## config.mk

```make
export PLATFORM = sky130hd
export DESIGN_NAME = crrc_sincos
export DESIGN_NICKNAME = d
export VERILOG_FILES = /design/src/hw/rtl/crrc_pkg.sv /design/src/hw/rtl/crrc_sincos.sv
export SDC_FILE = /design/constraint.sdc
export NUM_CORES = 2
export LEC_CHECK = 0
export BUFFER_PORTS_ARGS = -buffer_cell sky130_fd_sc_hd__buf_2
export CORE_ASPECT_RATIO = 0.8
export CORE_MARGIN = 4
export CORE_UTILIZATION = 35
export DETAILED_ROUTE_END_ITERATION = 7
export GPL_ROUTABILITY_DRIVEN = 1
export SETUP_SLACK_MARGIN = 0.02
export SLEW_MARGIN = 0
export SYNTH_ARGS = -nofsm -noshare
export SYNTH_HDL_FRONTEND = slang
export SYNTH_SLANG_ARGS = --single-unit
```

## constraint.sdc

```tcl
create_clock -name clk_i -period 10.8 [get_ports clk_i]
set_input_delay 3.24 -clock clk_i [delete_from_list [all_inputs] [get_ports clk_i]]
set_output_delay 3.24 -clock clk_i [all_outputs]
set_load 0.1 [all_outputs]
```

## src/hw/rtl/crrc_pkg.sv

```systemverilog
`timescale 1ns / 1ps
// ----------------------------------------------------------------------------
// crrc_pkg
// Shared widths, pipeline payload type and arctangent table for the
// circle versus rotated rectangle collision core.
// ----------------------------------------------------------------------------
package crrc_pkg;

  localparam int CORDIC_STAGES_DEF = 16;
  localparam int FRAC_BITS_DEF     = 16;
  localparam int ATAN_LEN          = 24;
  localparam longint GAIN_Q30      = 64'd652032874;

  localparam int CW = 32;  // signed coordinate
  localparam int LW = 31;  // unsigned length
  localparam int AW = 34;  // anchor coordinate
  localparam int DW = 35;  // offset from anchor
  localparam int ZW = 32;  // CORDIC angle accumulator
  localparam int OW = 34;  // clamp offset

  localparam logic [2:0] ANCHOR_LU = 3'd0;
  localparam logic [2:0] ANCHOR_LL = 3'd1;
  localparam logic [2:0] ANCHOR_RU = 3'd2;
  localparam logic [2:0] ANCHOR_RL = 3'd3;

  typedef struct packed {
    logic signed [DW-1:0] dx;
    logic signed [DW-1:0] dy;
    logic signed [AW-1:0] ax;
    logic signed [AW-1:0] ay;
    logic signed [CW-1:0] px;
    logic signed [CW-1:0] py;
    logic [LW-1:0]        w;
    logic [LW-1:0]        h;
    logic [LW-1:0]        rad;
  } item_t;

  function automatic logic signed [ZW-1:0] atan_val(input int idx);
    logic signed [ZW-1:0] v;
    unique case (idx)
      0:  v = 32'sd536870912;
      1:  v = 32'sd316933406;
      2:  v = 32'sd167458907;
      3:  v = 32'sd85004756;
      4:  v = 32'sd42667331;
      5:  v = 32'sd21354465;
      6:  v = 32'sd10679838;
      7:  v = 32'sd5340245;
      8:  v = 32'sd2670163;
      9:  v = 32'sd1335087;
      10: v = 32'sd667544;
      11: v = 32'sd333772;
      12: v = 32'sd166886;
      13: v = 32'sd83443;
      14: v = 32'sd41722;
      15: v = 32'sd20861;
      16: v = 32'sd10430;
      17: v = 32'sd5215;
      18: v = 32'sd2608;
      19: v = 32'sd1304;
      20: v = 32'sd652;
      21: v = 32'sd326;
      22: v = 32'sd163;
      23: v = 32'sd81;
      default: v = '0;
    endcase
    return v;
  endfunction

endpackage

```

## src/hw/rtl/crrc_sincos.sv

```systemverilog
`timescale 1ns / 1ps
// ----------------------------------------------------------------------------
// crrc_sincos
// Pipelined CORDIC giving cosine and sine of minus the input binary angle,
// one register stage per iteration plus entry and quadrant stages.
// ----------------------------------------------------------------------------
module crrc_sincos #(
  parameter int CORDIC_STAGES = crrc_pkg::CORDIC_STAGES_DEF,
  parameter int FRAC_BITS     = crrc_pkg::FRAC_BITS_DEF
) (
  input  logic                       clk_i,
  input  logic                       en_i,
  input  logic [15:0]                angle_i,
  output logic signed [FRAC_BITS+2:0] cos_o,
  output logic signed [FRAC_BITS+2:0] sin_o
);
  import crrc_pkg::*;

  localparam int XW = FRAC_BITS + 3;
  localparam int N  = CORDIC_STAGES;
  localparam longint K0 = (GAIN_Q30 + (64'sd1 <<< (29 - FRAC_BITS))) >>> (30 - FRAC_BITS);

  logic signed [XW-1:0] x_q [0:N];
  logic signed [XW-1:0] y_q [0:N];
  logic signed [ZW-1:0] z_q [0:N];
  logic [1:0]           q_q [0:N];
  logic signed [XW-1:0] cos_q, sin_q;

  logic [15:0]        t;
  logic [16:0]        tt;
  logic [1:0]         q_d;
  logic signed [15:0] r_d;

  always_comb begin
    t   = 16'(17'h10000 - {1'b0, angle_i});
    tt  = {1'b0, t} + 17'h02000;
    q_d = tt[15:14];
    r_d = $signed(t - {q_d, 14'b0});
  end

  always_ff @(posedge clk_i) begin
    if (en_i) begin
      x_q[0] <= XW'(K0);
      y_q[0] <= '0;
      z_q[0] <= {r_d, 16'b0};
      q_q[0] <= q_d;
    end
  end

  for (genvar i = 0; i < N; i++) begin : g_iter
    always_ff @(posedge clk_i) begin
      if (en_i) begin
        q_q[i+1] <= q_q[i];
        if (!z_q[i][ZW-1]) begin
          x_q[i+1] <= x_q[i] - (y_q[i] >>> i);
          y_q[i+1] <= y_q[i] + (x_q[i] >>> i);
          z_q[i+1] <= z_q[i] - atan_val(i);
        end else begin
          x_q[i+1] <= x_q[i] + (y_q[i] >>> i);
          y_q[i+1] <= y_q[i] - (x_q[i] >>> i);
          z_q[i+1] <= z_q[i] + atan_val(i);
        end
      end
    end
  end

  always_ff @(posedge clk_i) begin
    if (en_i) begin
      unique case (q_q[N])
        2'd0: begin cos_q <= x_q[N];  sin_q <= y_q[N];  end
        2'd1: begin cos_q <= -y_q[N]; sin_q <= x_q[N];  end
        2'd2: begin cos_q <= -x_q[N]; sin_q <= -y_q[N]; end
        default: begin cos_q <= y_q[N]; sin_q <= -x_q[N]; end
      endcase
    end
  end

  assign cos_o = cos_q;
  assign sin_o = sin_q;

endmodule
```

Yosys cells after proc, flatten, opt, wreduce, memory -nomap -nowiden
Memory sizes are Yosys's and may differ from the RTL's.
Cells that the tools add are included.
{"block": "classes", "mux": 148, "bitwise": 48, "add_sub_neg": 100, "n_eq_ne": 2, "n_reduce_logical": 1}
{"op": "2-to-1 mux 19 bit", "n": 32}
{"op": "2-to-1 mux 32 bit", "n": 16}
{"op": "one-hot mux 19 bit (3 select lines)", "n": 2}
{"op": "2-to-1 mux 1 bit", "n": 98}
{"op": "OR 1 bit", "n": 48}
{"op": "adder 19 x 10 -> 19 bit", "n": 2}
{"op": "adder 19 x 11 -> 19 bit", "n": 2}
{"op": "adder 19 x 12 -> 19 bit", "n": 2}
{"op": "adder 19 x 13 -> 19 bit", "n": 2}
{"op": "adder 19 x 14 -> 19 bit", "n": 2}
{"op": "adder 19 x 15 -> 19 bit", "n": 2}
{"op": "adder 19 x 16 -> 19 bit", "n": 2}
{"op": "adder 19 x 17 -> 19 bit", "n": 2}
{"op": "adder 19 x 18 -> 19 bit", "n": 2}
{"op": "adder 19 x 4 -> 19 bit", "n": 2}
{"op": "adder 19 x 5 -> 19 bit", "n": 2}
{"op": "adder 19 x 6 -> 19 bit", "n": 2}
{"op": "adder 19 x 7 -> 19 bit", "n": 2}
{"op": "adder 19 x 8 -> 19 bit", "n": 2}
{"op": "adder 19 x 9 -> 19 bit", "n": 2}
{"op": "negator 19 bit", "n": 2}
{"op": "subtractor 19 x 10 -> 19 bit", "n": 2}
{"op": "subtractor 19 x 11 -> 19 bit", "n": 2}
{"op": "subtractor 19 x 12 -> 19 bit", "n": 2}
{"op": "52 further kinds", "n": 65}
{"block": "totals", "word_cells": 305, "in_bits": 18, "ff_bits": 38, "output_inout_bits": 38, "ramBits": 1224, "memories": 4}
{"memory": "z_q", "words": 17, "word_bits": 32, "rd": 16, "rd_clocked_by_memory_dff": 0, "write_ports": 17, "line": "crrc_sincos.sv:25", "text": "logic signed [ZW-1:0] z_q [0:N];"}
{"memory": "x_q", "words": 17, "word_bits": 19, "rd": 17, "rd_clocked_by_memory_dff": 0, "write_ports": 17, "line": "crrc_sincos.sv:23", "text": "logic signed [XW-1:0] x_q [0:N];"}
{"memory": "y_q", "words": 17, "word_bits": 19, "rd": 17, "rd_clocked_by_memory_dff": 0, "write_ports": 17, "line": "crrc_sincos.sv:24", "text": "logic signed [XW-1:0] y_q [0:N];"}
{"memory": "q_q", "words": 17, "word_bits": 2, "rd": 17, "rd_clocked_by_memory_dff": 0, "write_ports": 17, "line": "crrc_sincos.sv:26", "text": "logic [1:0] q_q [0:N];"}

Depth between registers and ports, before layout
{"block": "logic_depth", "word_depth": 4, "ltp_mapped": 18, "depth_no_buf": 17}

Least setup slack after synthesis
No wires, ideal clock.
{"block": "synth_timing", "path_type": "input to register", "start": "in en_i", "end": "mem z_q[10][29] (data pin)", "setup_ns": 0.258, "required_ns": 10.542, "path_buffers": 3, "setup_slack_ns": 3.482, "arrival_ns": 7.060, "cell_stages": 15, "path_cell_list": "clkbuf_1 -> nand2_1 -> inv_1 -> clkbuf_1 -> buf_1 -> ha_1 -> o21ai_0 -> a221oi_1 -> nand4_1 -> a211oi_1 -> o2111ai_1 -> o2111a_1 -> o21bai_1 -> a21oi_1 -> xnor2_1"}
{"item": "from (decl)", "line": "crrc_sincos.sv:12", "text": "input logic en_i,"}
{"item": "to (decl)", "line": "crrc_sincos.sv:25"}

==> flow_summary.toml <==
[status]
run_status = "completed"

[yosys]
yosysSeqAreaShare = 0.390
synthMuxAreaShare = 0.00881
ys_warn_count = 0
synth_top_area_cell = "edfxtp_1"
synth_edf_count = 1058
synth-compound-area-share = 0.179
synthSimpleGateAreaFrac = 0.124
synth_xor_area_frac = 0.115
synth_area_um2 = 81500
synth_top_area_frac = 0.390
synth.most_common_cell = "edfxtp_1"
postSynthAreaPerCell_um2 = 10.1
netlist_top_cells_count = "1058 x edfxtp_1, 984 x ha_1, 763 x a21oi_1"
synth_cell_types = 86
synthFlopType = "edfxtp_1"
synthCells = 8106
synth_top_family_by_area = "compound AO/OA/AOI/OAI gates"
synth-seq-cells = 1058
synth_adder_area_share = 0.161
netlist_top_cells_area = "edfxtp_1 39%, ha_1 15%, xnor2_1 7.8%"
ys_async_sr_fraction = 0

[worst_setup_path]
cp_slowest_cell = "a2111oi_0"
end_kind = "flop"
r2r_setup_slack_ns = 5.94
path_max_fanout = 58
rr_endpoint = "y_q[4][17]"
critical_path_arrival_ns = 8.13
reg2reg_depth = 14
crit_required_ns = 11.28
slowest_delay_ns = 0.94
r2r_start = "z_q[3][31]"
cp-start-kind = "primary input"
path_class = "primary input to flop"
cp_cell_sequence = "buf_8 -> nand2_1 -> buf_4 -> inv_1 -> nor2_1 -> xnor2_1 -> ha_1 -> o21a_1 -> o21ai_0 -> a21oi_1 -> a2111oi_0 -> o31ai_1 -> a21boi_0 -> o21bai_1 -> xor2_1"

[die]
dieArea_um2 = 241000
initial_core_util = 0.352
die_x_um = 547
die_y_um = 440
rows = 158
core_um2 = 232000
pin_count = 56

[grt]
antenna_found_initial = 5
grt_pass1_wl_um = 300000
grt_pass1_vias = 56749
grt_overflow = 0
grt_max_degree = 135
grt_usage = 0.149

[clock_tree]
cts_max_level = 3
cts_tree = "yes"
postCtsSetupRepairBufs = 0
clk_transition_reported_paths_ns = 0.06
cts_resized = 0
cts_root_buf = "clkbuf_16"
clock_latency_ns = 0.73
clkSinkCount = 1058
postCtsHoldBufs = 0
cts_buffers = 112
clockBufferDepth = 3

[finish]
fin_nets = 9230
stdcell_area_um2 = 89300
fillers = 22621
syn_to_final_growth_pct = 9.60
drive_above_1_share = 0.0461

[placed_design]
dp_hpwl_um = 143000
io_buffers = 55
post_dp_cell_area_um2 = 85500
globalplace.congestion = 0.895

[timing]
max_freq_mhz = 131
finalCriticalPeriod_ns = 7.66
rsz0062_at_grt = "no"
setup_tns_ns = 0
slew_viol_final = 0
timing.final.crit_share = 0.709
finalHoldViolCount = 0
final-setup-viol-count = 0
worst_pin_slew_ns = 1.07
slew_headroom = 0.271
finClkSkew_ns = 0.0458

[route]
drt_iter0_markers = 4345
vias = 60097
route.detailed.drc = 0
avgRoutedWirePerCell_um = 16.3
dr.pass1.iters = 7
totalWireLength_um = 185000
ant_nets = 0
drt-vias-per-instance = 5.27

[min_path]
hold_class = "flop to flop"
hold_depth = 0
worstHoldStart = "q_q[0][31]"
min_to = "q_q[0][33]"

[flow_run]
cap_viol_max_count = 0
==> layer usage <==
layer,GRT usage,vias up,share of wire
li1,-,30322,-
met1,0.226,28232,0.51
met2,0.221,1332,0.42
met3,0.0249,207,0.057
met4,0.0308,4,0.018
met5,0,-,0.00017
==> flip-flops by register name, indices dropped and copies added (netlist names) <==
signal  flops
z_q       421
y_q       283
x_q       282
q_q        34
cos_o      19
sin_o      19
==> critical path, delay by kind of cell <==
kind	cells	cell delay (ns)
buffers and inverters	3	1.67
adder cells (fa/ha/maj)	1	0.32
AO/OA/AOI/OAI	7	2.23
AND/OR/NAND/NOR	2	0.21
XOR/XNOR	2	0.31
==> kinds of logic after synthesis <==
logic type,after synthesis
adder cells (fa/ha/maj),1026
other,2
flip-flops,1058
multiplexers,66
AND/OR/NAND/NOR,2112
AO/OA/AOI/OAI,2286
XOR/XNOR,1067
buffers and inverters,489
==> cell usage in the layout, fill, tap and decap left out, drive strengths merged, types with 80 or more instances in the layout <==
cell type and n:
clkbuf 126, nand2 490, xor2 342, a21oi 764, a21o 294, buf 96
edfxtp 1058, nor2 650, o21a 111, inv 360, o31ai 89, ha 984
xnor2 725, o21ai 410, a211oi 85, a31oi 80, nand2b 110, nor2b 126
o21bai 105, nand3 155, nor3 197
==> stage by stage <==
| stage | hold WS, ns | worst slack [ns] | cells | util |
|---|---|---|---|---|
| floorplan | 0.400 | 3.48 | 8108 | - |
| global placement | 0.402 | 2.50 | 11192 | 0.369 |
| detailed placement | 0.405 | 2.46 | 11192 | 0.369 |
| CTS | 0.419 | 3.26 | 11400 | 0.385 |
| global route | 0.425 | 2.79 | 11402 | 0.385 |
| finish | 0.419 | 3.14 | 11402 | 0.385 |
==> area by class of cell <==
type	instances	area, µm²	share of cell area
antenna	2	5.00	0.0000560
timing repair buffer	96	631	0.00706
inverter	357	1340	0.0150
sequential	1058	31800	0.356
clock buffer	126	2900	0.0324
clock inverter	82	886	0.00992
multi-input combinational	6561	47900	0.536
tap	3120	3900	0.0437
==> worst max path at each step <==
stage	startpoint	end
after floorplan	en_i	z_q[10][29]
after global placement	en_i	y_q[4][15]
after detailed placement	en_i	y_q[15][15]
after CTS	en_i	y_q[4][15]
after global routing	en_i	y_q[15][18]
final	en_i	y_q[4][17]
Power is left out: the tool's default activity adds up to more than one toggle a clock period on the data nets, which glitch-free logic cannot reach.
